**config.mk**
```make
export PLATFORM = sky130hd
export DESIGN_NAME = websocket_frame_parser
export DESIGN_NICKNAME = d
export VERILOG_FILES = /design/src/rtl/core/wsfp_pkg.sv /design/src/rtl/core/wsfp_front.sv /design/src/rtl/core/wsfp_queue.sv /design/src/rtl/core/wsfp_back.sv /design/src/rtl/core/websocket_frame_parser.sv
export SDC_FILE = /design/constraint.sdc
export NUM_CORES = 1
export LEC_CHECK = 0
export BUFFER_PORTS_ARGS = -buffer_cell sky130_fd_sc_hd__clkbuf_2
export CORE_ASPECT_RATIO = 1.75
export CORE_MARGIN = 2
export CORE_UTILIZATION = 46
export CTS_CLUSTER_DIAMETER = 80
export DETAILED_ROUTE_END_ITERATION = 8
export PLACE_DENSITY = 0.69
export RECOVER_POWER = 25
export SLEW_MARGIN = 10
export SYNTH_ARGS = -nofsm -noshare
export SYNTH_HDL_FRONTEND = slang
export SYNTH_SLANG_ARGS = --single-unit
```
**constraint.sdc**
```tcl
create_clock -name clk -period 11.9 [get_ports clk]
set_input_delay 0.595 -clock clk [delete_from_list [all_inputs] [get_ports clk]]
set_output_delay 0.595 -clock clk [all_outputs]
set_load 0.005 [all_outputs]
```
**src/rtl/core/wsfp_pkg.sv**
```systemverilog
package wsfp_pkg;

    // Width of the decoded payload length (top bit of a 64-bit length is dropped).
    localparam int LEN_W = 63;

    // Result queue between parser and output stage; depth is a power of two.
    localparam int QUEUE_DEPTH = 4;
    localparam int QPTR_W      = $clog2(QUEUE_DEPTH);

    // Output beat layout.
    localparam int TDATA_W = 80;

    // Event kinds carried on tuser.
    localparam logic [1:0] KIND_HEADER  = 2'd0;
    localparam logic [1:0] KIND_PAYLOAD = 2'd1;
    localparam logic [1:0] KIND_END     = 2'd2;

    // Seven-bit length codes that announce an extended length.
    localparam logic [6:0] LEN7_EXT16 = 7'd126;
    localparam logic [6:0] LEN7_EXT64 = 7'd127;

    // Byte counts of the extended lengths and the mask key.
    localparam logic [3:0] EXT16_BYTES = 4'd2;
    localparam logic [3:0] EXT64_BYTES = 4'd8;
    localparam logic [3:0] KEY_BYTES   = 4'd4;

    // One result as it travels from parser to output.
    typedef struct packed {
        logic [1:0]       kind;
        logic             fin;
        logic [3:0]       opcode;
        logic             masked;
        logic [LEN_W-1:0] length;
        logic [7:0]       data;
        logic             end_of_frame;
        logic             last;
    } result_t;

    // Up to two results written into the queue in one cycle.
    typedef struct packed {
        logic [1:0] count;
        result_t    first;
        result_t    second;
    } push_t;

    // Oldest queue entry as seen by the output stage.
    typedef struct packed {
        logic    valid;
        result_t result;
    } qhead_t;

endpackage

```
**src/rtl/core/wsfp_front.sv**
```systemverilog
module wsfp_front (
    input  logic                clk,
    input  logic                rst_n,
    input  logic                s_axis_tvalid,
    output logic                s_axis_tready,
    input  logic [7:0]          s_axis_tdata,     // [7:0] stream_byte
    input  logic                room,
    input  logic                cfg_valid,
    input  logic                cfg_data,
    output wsfp_pkg::push_t     push
);

    typedef enum logic [2:0] {
        PH_START,
        PH_HEAD,
        PH_LENGTH,
        PH_MASK,
        PH_BODY
    } phase_t;

    phase_t                       phase_reg, phase_next;
    logic                         fin_reg, fin_next;
    logic [3:0]                   opcode_reg, opcode_next;
    logic                         masked_reg, masked_next;
    logic [wsfp_pkg::LEN_W-1:0]   length_reg, length_next;
    logic [3:0]                   bytes_needed_reg, bytes_needed_next;
    logic [wsfp_pkg::LEN_W-1:0]   remaining_reg, remaining_next;
    logic [7:0]                   mask_key_reg [4];
    logic [7:0]                   mask_key_next [4];
    logic [1:0]                   key_pos_reg, key_pos_next;
    logic                         unmask_reg, unmask_next;

    logic                         accept;
    logic                         len_done;
    logic                         hdr_done;
    logic [1:0]                   key_idx;
    logic [7:0]                   body_byte;
    logic                         body_end;

    assign accept        = s_axis_tvalid && room;
    assign s_axis_tready = room;
    assign key_idx       = 2'(wsfp_pkg::KEY_BYTES - bytes_needed_reg);
    assign body_byte     = (masked_reg && unmask_reg) ?
                           (s_axis_tdata ^ mask_key_reg[key_pos_reg]) : s_axis_tdata;
    assign body_end      = (remaining_reg == wsfp_pkg::LEN_W'(1));

    // Parse the accepted byte and form the results it causes.
    always_comb
    begin
        phase_next        = phase_reg;
        fin_next          = fin_reg;
        opcode_next       = opcode_reg;
        masked_next       = masked_reg;
        length_next       = length_reg;
        bytes_needed_next = bytes_needed_reg;
        remaining_next    = remaining_reg;
        mask_key_next     = mask_key_reg;
        key_pos_next      = key_pos_reg;
        unmask_next       = cfg_valid ? cfg_data : unmask_reg;
        len_done          = 1'b0;
        hdr_done          = 1'b0;
        push              = '0;

        if (accept)
        begin
            unique case (phase_reg)
                PH_HEAD:
                begin
                    masked_next = s_axis_tdata[7];
                    length_next = '0;
                    if (s_axis_tdata[6:0] == wsfp_pkg::LEN7_EXT16)
                    begin
                        bytes_needed_next = wsfp_pkg::EXT16_BYTES;
                        phase_next        = PH_LENGTH;
                    end
                    else if (s_axis_tdata[6:0] == wsfp_pkg::LEN7_EXT64)
                    begin
                        bytes_needed_next = wsfp_pkg::EXT64_BYTES;
                        phase_next        = PH_LENGTH;
                    end
                    else
                    begin
                        length_next = wsfp_pkg::LEN_W'(s_axis_tdata[6:0]);
                        len_done    = 1'b1;
                    end
                end
                PH_LENGTH:
                begin
                    // Big-endian: shift in at the bottom, the top bits fall off.
                    length_next       = {length_reg[wsfp_pkg::LEN_W-9:0], s_axis_tdata};
                    bytes_needed_next = bytes_needed_reg - 4'd1;
                    len_done          = (bytes_needed_reg == 4'd1);
                end
                PH_MASK:
                begin
                    mask_key_next[key_idx] = s_axis_tdata;
                    bytes_needed_next      = bytes_needed_reg - 4'd1;
                    hdr_done               = (bytes_needed_reg == 4'd1);
                end
                PH_BODY:
                begin
                    key_pos_next    = key_pos_reg + 2'd1;
                    remaining_next  = remaining_reg - wsfp_pkg::LEN_W'(1);
                    push.count      = 2'd1;
                    push.first.kind         = wsfp_pkg::KIND_PAYLOAD;
                    push.first.fin          = fin_reg;
                    push.first.opcode       = opcode_reg;
                    push.first.masked       = masked_reg;
                    push.first.length       = length_reg;
                    push.first.data         = body_byte;
                    push.first.end_of_frame = body_end;
                    push.first.last         = 1'b1;
                    if (body_end)
                    begin
                        phase_next = PH_START;
                    end
                end
                default:
                begin
                    // Start of a frame; unknown phase codes land here too.
                    fin_next          = s_axis_tdata[7];
                    opcode_next       = s_axis_tdata[3:0];
                    masked_next       = 1'b0;
                    length_next       = '0;
                    bytes_needed_next = '0;
                    remaining_next    = '0;
                    phase_next        = PH_HEAD;
                end
            endcase

            // Length complete: collect the mask key or close the header.
            if (len_done)
            begin
                if (masked_next)
                begin
                    bytes_needed_next = wsfp_pkg::KEY_BYTES;
                    key_pos_next      = '0;
                    phase_next        = PH_MASK;
                end
                else
                begin
                    hdr_done = 1'b1;
                end
            end

            // Header complete: header event, then an end event or the body.
            if (hdr_done)
            begin
                key_pos_next             = '0;
                push.first.kind          = wsfp_pkg::KIND_HEADER;
                push.first.fin           = fin_next;
                push.first.opcode        = opcode_next;
                push.first.masked        = masked_next;
                push.first.length        = length_next;
                push.first.data          = '0;
                push.first.end_of_frame  = 1'b0;
                push.second              = push.first;
                push.second.kind         = wsfp_pkg::KIND_END;
                push.second.end_of_frame = 1'b1;
                push.second.last         = 1'b1;
                if (length_next == '0)
                begin
                    push.count      = 2'd2;
                    push.first.last = 1'b0;
                    phase_next      = PH_START;
                end
                else
                begin
                    push.count      = 2'd1;
                    push.first.last = 1'b1;
                    remaining_next  = length_next;
                    phase_next      = PH_BODY;
                end
            end
        end
    end

    // Parser state and the configuration register.
    always_ff @(posedge clk or negedge rst_n)
    begin
        if (!rst_n)
        begin
            phase_reg        <= PH_START;
            fin_reg          <= 1'b0;
            opcode_reg       <= '0;
            masked_reg       <= 1'b0;
            length_reg       <= '0;
            bytes_needed_reg <= '0;
            remaining_reg    <= '0;
            mask_key_reg     <= '{default: '0};
            key_pos_reg      <= '0;
            unmask_reg       <= 1'b1;
        end
        else
        begin
            phase_reg        <= phase_next;
            fin_reg          <= fin_next;
            opcode_reg       <= opcode_next;
            masked_reg       <= masked_next;
            length_reg       <= length_next;
            bytes_needed_reg <= bytes_needed_next;
            remaining_reg    <= remaining_next;
            mask_key_reg     <= mask_key_next;
            key_pos_reg      <= key_pos_next;
            unmask_reg       <= unmask_next;
        end
    end

endmodule

```
**src/rtl/core/wsfp_queue.sv**
```systemverilog
module wsfp_queue (
    input  logic               clk,
    input  logic               rst_n,
    input  wsfp_pkg::push_t    push,
    input  logic               pop,
    output wsfp_pkg::qhead_t   head,
    output logic               room
);

    wsfp_pkg::result_t              entry_reg [wsfp_pkg::QUEUE_DEPTH];
    logic [wsfp_pkg::QPTR_W-1:0]    wr_ptr_reg, wr_ptr_next;
    logic [wsfp_pkg::QPTR_W-1:0]    rd_ptr_reg, rd_ptr_next;
    logic [wsfp_pkg::QPTR_W:0]      count_reg, count_next;
    logic [wsfp_pkg::QPTR_W-1:0]    wr_ptr_second;
    logic                           pop_ok;

    assign wr_ptr_second = wr_ptr_reg + wsfp_pkg::QPTR_W'(1);
    assign pop_ok        = pop && (count_reg != '0);
    assign wr_ptr_next   = wr_ptr_reg + wsfp_pkg::QPTR_W'(push.count);
    assign rd_ptr_next   = rd_ptr_reg + wsfp_pkg::QPTR_W'(pop_ok);
    assign count_next    = count_reg + (wsfp_pkg::QPTR_W + 1)'(push.count)
                           - (wsfp_pkg::QPTR_W + 1)'(pop_ok);

    // There must be space for the two results a single byte can cause.
    assign room          = (count_reg <= (wsfp_pkg::QPTR_W + 1)'(wsfp_pkg::QUEUE_DEPTH - 2));
    assign head.valid    = (count_reg != '0);
    assign head.result   = entry_reg[rd_ptr_reg];

    // Entry storage: first result at the write pointer, second just after it.
    always_ff @(posedge clk)
    begin
        for (int i = 0; i < wsfp_pkg::QUEUE_DEPTH; i++)
        begin
            if ((push.count != 2'd0) && (wr_ptr_reg == wsfp_pkg::QPTR_W'(i)))
            begin
                entry_reg[i] <= push.first;
            end
            else if ((push.count == 2'd2) && (wr_ptr_second == wsfp_pkg::QPTR_W'(i)))
            begin
                entry_reg[i] <= push.second;
            end
        end
    end

    // Pointers and fill level.
    always_ff @(posedge clk or negedge rst_n)
    begin
        if (!rst_n)
        begin
            wr_ptr_reg <= '0;
            rd_ptr_reg <= '0;
            count_reg  <= '0;
        end
        else
        begin
            wr_ptr_reg <= wr_ptr_next;
            rd_ptr_reg <= rd_ptr_next;
            count_reg  <= count_next;
        end
    end

endmodule

```
**src/rtl/core/wsfp_back.sv**
```systemverilog
module wsfp_back (
    input  logic                                clk,
    input  logic                                rst_n,
    input  wsfp_pkg::qhead_t                    head,
    output logic                                pop,
    output logic                                m_axis_tvalid,
    input  logic                                m_axis_tready,
    // [0] fin_bit, [4:1] opcode, [5] masked_flag, [68:6] payload_length,
    // [76:69] payload_byte, [77] end_of_frame, [79:78] zero
    output logic [wsfp_pkg::TDATA_W-1:0]        m_axis_tdata,
    output logic [1:0]                          m_axis_tuser,   // [1:0] event_kind
    output logic                                m_axis_tlast    // last_of_run
);

    logic               out_valid_reg, out_valid_next;
    wsfp_pkg::result_t  out_result_reg;

    // Load a new beat when the output register is empty or being taken.
    assign pop            = head.valid && (!out_valid_reg || m_axis_tready);
    assign out_valid_next = pop || (out_valid_reg && !m_axis_tready);

    always_ff @(posedge clk or negedge rst_n)
    begin
        if (!rst_n)
        begin
            out_valid_reg <= 1'b0;
        end
        else
        begin
            out_valid_reg <= out_valid_next;
        end
    end

    always_ff @(posedge clk)
    begin
        if (pop)
        begin
            out_result_reg <= head.result;
        end
    end

    // Pack the result into the output beat.
    assign m_axis_tvalid = out_valid_reg;
    assign m_axis_tdata  = {2'b00,
                            out_result_reg.end_of_frame,
                            out_result_reg.data,
                            out_result_reg.length,
                            out_result_reg.masked,
                            out_result_reg.opcode,
                            out_result_reg.fin};
    assign m_axis_tuser  = out_result_reg.kind;
    assign m_axis_tlast  = out_result_reg.last;

endmodule

```
**src/rtl/core/websocket_frame_parser.sv**
```systemverilog
// WebSocket frame parser. One stream byte is taken per cycle on s_axis while
// the four-entry result queue has space for two results; that queue and the
// output register drain one beat per cycle on m_axis while m_axis_tready is
// high, so a steady byte stream runs at one byte per cycle and only the
// empty-frame case (header plus end event from one byte) gives two beats for
// one byte. A result enters the queue at the edge that takes its byte, then
// the output register once that is free. Headers give a header beat once the
// length and any mask key are complete; payload bytes follow, unmasked when
// cfg_data last written was 1 (the reset value). Configuration writes are
// always taken and should be made while the block is idle.
module websocket_frame_parser (
    input  logic                            clk,
    input  logic                            rst_n,
    input  logic                            s_axis_tvalid,
    output logic                            s_axis_tready,
    input  logic [7:0]                      s_axis_tdata,   // [7:0] stream_byte
    output logic                            m_axis_tvalid,
    input  logic                            m_axis_tready,
    // [0] fin_bit, [4:1] opcode, [5] masked_flag, [68:6] payload_length,
    // [76:69] payload_byte, [77] end_of_frame, [79:78] zero
    output logic [wsfp_pkg::TDATA_W-1:0]    m_axis_tdata,
    output logic [1:0]                      m_axis_tuser,   // [1:0] event_kind
    output logic                            m_axis_tlast,   // last_of_run
    input  logic                            cfg_valid,
    output logic                            cfg_ready,
    input  logic                            cfg_data        // unmask_enable
);

    wsfp_pkg::push_t    push;
    wsfp_pkg::qhead_t   head;
    logic               room;
    logic               pop;

    assign cfg_ready = 1'b1;

    // Byte parser.
    wsfp_front u_front (
        .clk           (clk),
        .rst_n         (rst_n),
        .s_axis_tvalid (s_axis_tvalid),
        .s_axis_tready (s_axis_tready),
        .s_axis_tdata  (s_axis_tdata),
        .room          (room),
        .cfg_valid     (cfg_valid),
        .cfg_data      (cfg_data),
        .push          (push)
    );

    // Result queue.
    wsfp_queue u_queue (
        .clk   (clk),
        .rst_n (rst_n),
        .push  (push),
        .pop   (pop),
        .head  (head),
        .room  (room)
    );

    // Output stage.
    wsfp_back u_back (
        .clk           (clk),
        .rst_n         (rst_n),
        .head          (head),
        .pop           (pop),
        .m_axis_tvalid (m_axis_tvalid),
        .m_axis_tready (m_axis_tready),
        .m_axis_tdata  (m_axis_tdata),
        .m_axis_tuser  (m_axis_tuser),
        .m_axis_tlast  (m_axis_tlast)
    );

endmodule

```
## After elaboration in Yosys (flattened, before gate mapping)

Memories as Yosys holds them, arrays and structs flattened. A register that Yosys moved wholly into a read port is not among the register bits.
Index checks and enable logic that the tools add are counted.

| storage, ports and cells | value |
|---|---|
| register bits after elaboration | 182 |
| RAM bits | 324 |
| output and inout bits | 86 |
| memories | 1 |

Memory list:

| memory | depth | width | read ports | clocked after Yosys merged registers in | write ports | RTL line | text |
|---|---|---|---|---|---|---|---|
| u_queue.entry_reg | 4 | 81 | 1 | 1 | 2 | wsfp_queue.sv:10 | `wsfp_pkg::result_t entry_reg [wsfp_pkg::QUEUE_DEPTH];` |

| operators by class | value |
|---|---|
| $add $sub $neg | 9 |
| $lt $le $gt $ge | 4 |
| eq/ne operators | 15 |
| mux-type cells | 78 |
| bitwise gates (word level) | 7 |
| reduce and logical (&&, ||, !) cells | 31 |

Operators by type and width:

| operator | count |
|---|---|
| two-way mux 81 bit | 6 |
| two-way mux 164 bit | 2 |
| two-way mux 63 bit | 4 |
| case mux 63 bit (3 select lines) | 1 |
| OR reduction 81 bit | 2 |
| case mux 63 bit (2 select lines) | 1 |
| two-way mux 82 bit | 1 |
| equality test 63 x 1 -> 1 bit (second input constant) | 1 |
| logical NOT 63 bit | 1 |
| subtractor 63 x 1 -> 63 bit (second input constant) | 1 |
| bitwise mux 32 bit | 1 |
| two-way mux 1 bit | 32 |
| two-way mux 8 bit | 4 |
| two-way mux 3 bit | 7 |
| two-way mux 4 bit | 5 |
| binary-select mux 8 bit (select 2 bit) | 1 |
| demux 8 bit (select 2 bit) | 1 |
| equality test 7 bit (second input constant) | 2 |
| logical AND 1 bit | 14 |
| two-way mux 2 bit | 7 |
| case mux 4 bit (3 select lines) | 1 |
| equality test 2 bit (second input constant) | 5 |
| case mux 3 bit (3 select lines) | 1 |
| bitwise XOR 8 bit | 1 |
| 28 further kinds | 42 |

## Depth between registers and ports, before layout

Gate-level depths: netlist (run 1).

| depth | value |
|---|---|
| depth after elaboration | 17 |
| gate-level depth with buffers | 15 |

## Cells and area by module

A second synthesis (run 1) with hierarchy kept.

| unflattened totals | value |
|---|---|
| cells, all modules | 2207 |
| area, all modules | 30116.4 um2 |

By module, submodules not included:

| module | instances | cells each | area an instance (um2) | seq. area each (um2) |
|---|---|---|---|---|
| wsfp_queue | 1 | 828 | 16393.2 | 9904.5 |
| wsfp_front | 1 | 1289 | 11217.0 | 4355.4 |
| wsfp_back | 1 | 88 | 2494.9 | 2457.4 |
| websocket_frame_parser | 1 | 2 | 11.3 | 0.0 |

## Least setup slack after synthesis (run 1)

No wires, ideal clock.

| timing path | value |
|---|---|
| path type | input-to-reg |
| from | input port s_axis_tdata[3] |
| to | memory u_queue.entry_reg[1][0] (netlist bit) (enable) |
| arrival | 6.593 ns |
| data required time | 11.351 ns |
| slack | 4.759 ns |
| stages on the path | 10 |
| path buffers | 3 |
| cell sequence | clkbuf_1 > and4_1 > a211oi_2 > a22oi_1 > o2111a_1 > and2_1 > clkbuf_1 > nand3_1 > clkbuf_1 > o22ai_1 |

RTL lines:

| what | RTL line | text |
|---|---|---|
| start, declared | websocket_frame_parser.sv:16 | `input logic [7:0] s_axis_tdata,` |
| end, declared | wsfp_queue.sv:10 |  |

==> results of run 1 <==
==> final timing paths <==
check | endpoint | from | cells past startpoint | slack, ns
min in group asynchronous | u_front.remaining_reg[21] | rst_n | 2 | 1.64
max in group clk | u_queue.entry_reg[3][70] | u_front.phase_reg[1] | 10 | 5.80
hold reg to reg | u_queue.entry_reg[2][8] | u_queue.entry_reg[2][8] | 1 | 0.49
setup reg to reg | u_queue.entry_reg[3][70] | u_front.phase_reg[1] | 10 | 5.80
setup / recovery | u_queue.rd_ptr_reg[1] | rst_n | 3 | 5.00
hold / removal | u_back.m_axis_tvalid | m_axis_tready | 2 | 0.16
==> timing repair <==
action                                  4_1_cts  5_1_grt
hold endpoints to repair                     50        0
hold buffers                                  1        0
endpoints found under the setup margin        0        0
==> area by class of cell <==
class	instances	area, sq um
fill	4999	28640
sequential	587	16630
multi-input combinational	1368	10150
clock buffer	58	1334
tap	780	975.9
timing repair buffer	144	775.7
clock inverter	40	581.8
inverter	30	115.1
==> critical path, stage by stage <==
cell and delay [ns]:
dlygate4sd3_1 0.52, clkbuf_1 2.30, clkbuf_1 2.71
==> power groups by stage <==
stage | Sequential (mW) | Clock, mW | Combinational, mW
after floorplan | 2.87 | 0 | 1.71
after global placement | 3.06 | 0 | 2.45
after detailed placement | 3.08 | 0 | 2.48
after CTS | 3.04 | 1.91 | 2.50
after global routing | 3.10 | 1.98 | 2.68
final | 3.05 | 1.89 | 2.51
==> cell families (layout without fill, tap and decap cells) <==
| kind of cell | count (synthesis) | count (layout) |
|---|---|---|
| AO/OA/AOI/OAI | 659 | 659 |
| flip-flops | 587 | 587 |
| AND/OR/NAND/NOR | 538 | 538 |
| buffers and inverters | 234 | 272 |
| multiplexers | 131 | 131 |
| XOR/XNOR | 24 | 24 |
| adder cells (fa/ha/maj) | 13 | 13 |
| other | 2 | 3 |
==> cells in the final DEF, fill, tap and decap left out, drive strengths merged, types with 13 or more instances in the layout <==
| cell | count |
|---|---|
| o22ai | 14 |
| a21o | 102 |
| nand3 | 38 |
| o21ai | 129 |
| xor2 | 17 |
| clkinv | 18 |
| nand4 | 23 |
| inv | 34 |
| clkbuf | 156 |
| a21oi | 74 |
| or3 | 13 |
| dfrtp | 181 |
| nor4 | 34 |
| o31ai | 19 |
| nor2 | 158 |
| a22oi | 64 |
| nor3 | 50 |
| nand2 | 154 |
| and2 | 25 |
| a22o | 75 |
| edfxtp | 396 |
| o211ai | 17 |
| buf | 45 |
| mux2 | 39 |
| mux4 | 89 |
| a21boi | 69 |
==> cells in the mapped netlist (all sizes together), types with 5 or more instances <==
cell type  count  area (sq um)
a21o         102         765.7
a31oi         10         62.56
o211ai        17         127.6
nor4          34         212.7
nor2         158         593.1
clkbuf       155         581.8
and2          25         156.4
edfxtp       396         11890
mux2          39         439.2
a211o          5         43.79
a32o          11         110.1
or3           13         81.33
nand4         23         143.9
nand2b         5         33.78
inv           29         108.9
a21oi         74         374.1
o21ai        129         645.6
o31ai         19         142.6
o22ai         14         87.58
dfxtp          9         180.2
a22oi         64         480.5
nand3         38         190.2
or4           10         75.07
buf           49         232.7
nand2        154         580.6
xor2          17         148.9
and3           5         31.28
dfrtp        181          4529
nor3          50         250.2
o221ai         7         61.31
a211oi        12         95.09
ha            12         150.1
a31o           9         78.83
a21boi        69         521.7
xnor2          7         61.31
a22o          75         656.9
mux4          89          2004
==> routing by layer <==
layer	global-route usage	routed length [um]
met1	0.2999	28730
met2	0.4498	40640
met3	0.03739	5242
met4	0.1867	6543
met5	0	0
==> impl_results.md, run 1 <==
* Status: finished with violations
* Failing checks: max-capacitance violations, max-slew violations
* FF+latch count, synth at 587
* Max reg flops at 324
* Internal at 4.604 mW
* Final period utilization at 0.5799
* Final core occ at 0.5163
* # setup viols final at 0
* Fin worst setup slack at 4.999 ns
* Netlist Area Pre-Place at 27580 sq um
* Port Buffers at 96
* Power share of the clock group at 0.253
* DR iter-0 viols at 1957
* Critical path required time at 11.26 ns
* Adder-cell share of the synthesized area at 0.006169
* Post-Synthesis Cells at 2188
* Max clock buf depth at 3
* Proportion of synthesized area in mux cells at 0.08968
* Net Sw Frac at 0.3821
* Die Ht at 327.9 um
* Post-route design area at 30570 sq um
* Residual DRC at 0
* DP Wirelength at 52630 um
* CTS clk-pin slew, worst paths at 0.06 ns
* Seq/Total Area, Yosys at 0.6028
* Die W at 189.1 um
* Data arrival time of the worst path at 6.27 ns
* Setup crit start kind: primary input
* Power share of the sequential group at 0.410
* Largest net degree at the start of global routing at 86
* Synth cell types at 85
* Placed cell count at 2908
* Psw at 2.847 mW
* DRT Wirelength at 81160 um
* XOR/XNOR Fraction of Synth Area at 0.007620
* Vias in the first global route at 19610
* Final #Nets at 2210
* Worst-Margin Slew at 4.057 ns
* Post-DR vias/cell at 6.443
* Synthesized area per cell at 12.61 sq um
* Max VDD drop at 0.0001909 V
* Io pins at 100
* Endpoints failing hold at 0
* WS Path Type: in2async
* Final Max Tran Viols at 276
* Logic pwr share at 0.337
* Initial antenna violation count at 0
* PnR Total Power at 7.452 mW
* CTS root buffer: clkbuf_16
* Wire length per cell at 26.99 um
* Placer Congestion at 1.015
* Post-synthesis compound-gate area fraction at 0.1679
* Hold_ws at 0.1643 ns
* DR pass1 iterations at 6
* H-Tree Depth at 2
* Crit Path Max Fanout at 62
* Rel. slew slack at -1.705
* CTS resizes at 0
* CTS sink cnt at 587
* Clk_lat worst skew at 0.64 ns
* Gr usage total at 0.2621
* Setup TNS at 0 ns
* Proportion of layout cells with a drive suffix above 1 at 0.1558
* Yosys synthesis warning count at 0
* Vias at 19370
* P_leak at 11.84 nW
* Hold Crit Class: in2reg
* Place WS at 5.937 ns
* EDFF count, synth at 396
* Main combinational cell family by area after synthesis: compound AO/OA/AOI/OAI gates
* CTS tree: built
* Initial core utilization at 0.4659
* Number of CTS-inserted buffers at 52
* Core area at 59200 sq um
* CP endpoint kind: async pin
* Final cell count without fillers at 3007
* Fraction of the mapped netlist area in simple logic gates at 0.09199
* Antenna viol nets, final at 0
* FP Rows at 118
* GRT overflow at 0
* Area growth syn-to-layout at 10.81%
* Total die area at 62020 sq um
* RSZ-0062 raised after global routing: no
* Post-layout min period at 6.901 ns
* Clock Skew at 0.04401 ns
* Power Density at 243.8 nW/um^2
* Placed cell area at 28720 sq um
* ANT cells at 0
* Max-cap violations at 5
* First-pass GRT wire length at 122100 um
* Synth async-reset ratio at 0.3101
* FMAX at 144.9 MHz
* Setup Fix Bufs, Post-CTS at 0
* Post-synth top flop: edfxtp_1
Power figures use the tool's default switching activity.
==> inputs of run 2 (changes only) <==
--- a/config.mk
+++ b/config.mk
@@ -11,7 +11,7 @@
 export CORE_UTILIZATION = 46
 export CTS_CLUSTER_DIAMETER = 80
 export DETAILED_ROUTE_END_ITERATION = 8
-export PLACE_DENSITY = 0.69
+export PLACE_DENSITY = 0.72
 export RECOVER_POWER = 25
 export SLEW_MARGIN = 10
 export SYNTH_ARGS = -nofsm -noshare
==> constraint.sdc (replaced) <==
create_clock -name clk -period 6.2 [get_ports clk]
set_input_delay 0.31 -clock clk [delete_from_list [all_inputs] [get_ports clk]]
set_output_delay 0.31 -clock clk [all_outputs]
set_load 0.005 [all_outputs]
==> run 2 against run 1 <==
Net effect:
- the flow still finishes with violations (max-capacitance violations, max-slew violations)
- sequential power rose by 90%
- largest power group unchanged
- sequential share of layout area barely moved
- first-iteration DRC count fell by 3.6%
- total power rose by 89%
- combinational power rose by 95%
- utilization barely moved
- critical path type is now reg2reg
- global-route usage fell by 0.92 points
==> impl_results.md, run 2 (synthesis results as in run 1) <==
* Status: finished with violations (unchanged)
* Failing checks: max-capacitance violations, max-slew violations (unchanged)
* Data arrival time of the worst path at 5.80 ns (was 6.27 ns)
* Placed cell count at 2916 (was 2908)
* Commonest cells after routing, fill and taps aside: edfxtp_1, dfrtp_1, nor2_1, nand2_1, o21ai_0 (unchanged)
* CTS tree: built (unchanged)
* Antenna viol nets, final at 0 (unchanged)
* Wire length per cell at 25.83 um (was 26.99 um)
* Power Density at 460.8 nW/um^2 (was 243.8 nW/um^2)
* FP Rows at 118 (unchanged)
* Number of CTS-inserted buffers at 52 (unchanged)
* Vias at 19400 (was 19370)
* Critical path required time at 6.43 ns (was 11.26 ns)
* Io pins at 100 (unchanged)
* Final core occ at 0.5163 (about the same)
* Crit path launch: u_front.phase_reg[1] (was rst_n)
* Placer Congestion at 0.9563 (was 1.015)
* Crit Path Max Fanout at 55 (was 62)
* DR iter-0 viols at 1886 (was 1957)
* WS Path Type: reg2reg (was in2async)
* Endpoints failing hold at 0 (unchanged)
* Worst-Margin Slew at 3.046 ns (was 4.057 ns)
* Setup TNS at 0 ns (unchanged)
* Commonest non-fill, non-tap cell in the layout: edfxtp_1 (unchanged)
* Worst reg2reg startpoint: u_front.phase_reg[1] (unchanged)
* Final period utilization at 0.8993
* Die Ht at 327.9 um (unchanged)
* Hold Crit Class: in2reg (unchanged)
* CTS root buffer: clkbuf_16 (unchanged)
* Die W at 189.1 um (unchanged)
* CP endpoint kind: flop (was async pin)
* Max-cap violations at 4 (was 5)
* Filler Cell Count at 4930 (was 4999)
* Post-route design area at 30570 sq um (about the same)
* GRT overflow at 0 (unchanged)
* Setup Fix Bufs, Post-CTS at 0 (unchanged)
* RSZ-0062 raised after global routing: no (unchanged)
* CTS clk-pin slew, worst paths at 0.07 ns (was 0.06 ns)
* Clk_lat worst skew at 0.61 ns (was 0.64 ns)
* # setup viols final at 0 (unchanged)
* Clock Skew at 0.02752 ns (was 0.04401 ns)
* Core area at 59200 sq um (unchanged)
* Reg2reg path depth at 10 (unchanged)
* Max VDD drop at 0.0004052 V (was 0.0001909 V)
* Rel. slew slack at -1.031 (was -1.705)
* Max clock buf depth at 3 (unchanged)
* First-pass GRT wire length at 119200 um (was 122100 um)
* P_leak at 11.85 nW (was 11.84 nW)
* Gr usage total at 0.2528 (was 0.2621)
* Cts hold-fix bufs at 4 (was 1)
* Placed cell area at 28800 sq um (was 28720 sq um)
* CTS sink cnt at 587 (unchanged)
* Total die area at 62020 sq um (unchanged)
* CP endpoint: u_queue.entry_reg[3][26] (was u_queue.rd_ptr_reg[1])
* Fin worst setup slack at 0.6244 ns (was 4.999 ns)
* Max reg flops at 324 (unchanged)
* Port Buffers at 96 (unchanged)
* CTS resizes at 0 (unchanged)
* DRT Wirelength at 77940 um (was 81160 um)
* Final #Nets at 2221 (was 2210)
* Vias in the first global route at 19360 (was 19610)
* DP Wirelength at 51630 um (was 52630 um)
* Setup crit start kind: flop (was primary input)
* H-Tree Depth at 2 (unchanged)
* Reg2reg end: u_queue.entry_reg[3][26] (was u_queue.entry_reg[3][70])
* Post-DR vias/cell at 6.431 (was 6.443)
* FMAX at 179.4 MHz
* Final Max Tran Viols at 161 (was 276)
* Residual DRC at 0 (unchanged)
* Hold_ws at 0.1322 ns (was 0.1643 ns)
* Register-to-register setup slack at 0.62 ns (was 5.80 ns)
* Initial core utilization at 0.4659 (unchanged)
* Largest net degree at the start of global routing at 92 (was 86)
* PnR Total Power at 14.08 mW (was 7.452 mW)
* Proportion of layout cells with a drive suffix above 1 at 0.1606 (was 0.1558)
* Area growth syn-to-layout at 10.81% (about the same)
* Post-layout min period at 5.576 ns
* Place WS at 0.7110 ns (was 5.937 ns)
* DR pass1 iterations at 8 (was 6)
* Hold path cells at 2 (unchanged)
* Final cell count without fillers at 3017 (was 3007)
* Initial antenna violation count at 0 (unchanged)
run 2: cell count changes in the layout (fill, tap and decap cells not counted), sizes merged:
cell,change
dlygate4sd3,+3
clkinvlp,-2
buf,+8
bufinv,-5
clkinv,-2
clkbuf,+7
diode,+1
run 2: critical path, stage by stage (launching register included):
cell	delay [ns]
dfrtp_1	0.82
or3b_1	0.24
nand2_2	0.41
buf_4	0.36
a22oi_1	0.41
and2_1	0.20
buf_4	0.21
and2_1	0.19
nand3_1	0.44
o22ai_4	0.98
buf_4	0.79
run 2: layout make-up:
type / count / area [sq um] / share of cell area
timing repair buffer: 155 / 900.9 / 0.02947
tap: 780 / 975.9 / 0.03193
multi-input combinational: 1368 / 10160 / 0.3325
sequential: 587 / 16630 / 0.5441
clock inverter: 31 / 385.4 / 0.01261
inverter: 30 / 115.1 / 0.003766
antenna: 1 / 2.502 / 0.00008187
clock buffer: 65 / 1391 / 0.04552
run 2: worst min path at each step:
stage	from	endpoint
after global routing	s_axis_tdata[4]	u_front.mask_key_reg[4]
after global placement	rst_n	u_front.opcode_reg[3]
final	s_axis_tdata[4]	u_front.mask_key_reg[20]
after detailed placement	rst_n	u_front.opcode_reg[3]
after floorplan	rst_n	u_back.m_axis_tvalid
after CTS	s_axis_tdata[4]	u_front.mask_key_reg[20]
run 2: per-layer routing:
layer	vias up	part of all wire	track usage
met1	9753	0.37	0.3046
met3	262	0.063	0.03216
met5	-	0	0
met2	943	0.51	0.4337
met4	0	0.065	0.1513
li1	8445	-	-
run 2: report_power, final:
part,switching [mW],internal [mW],total (mW)
clock network,1.50,1.90,3.40
logic,3.19,1.72,4.90
registers,0.696,5.08,5.78
total,5.38,8.70,14.1
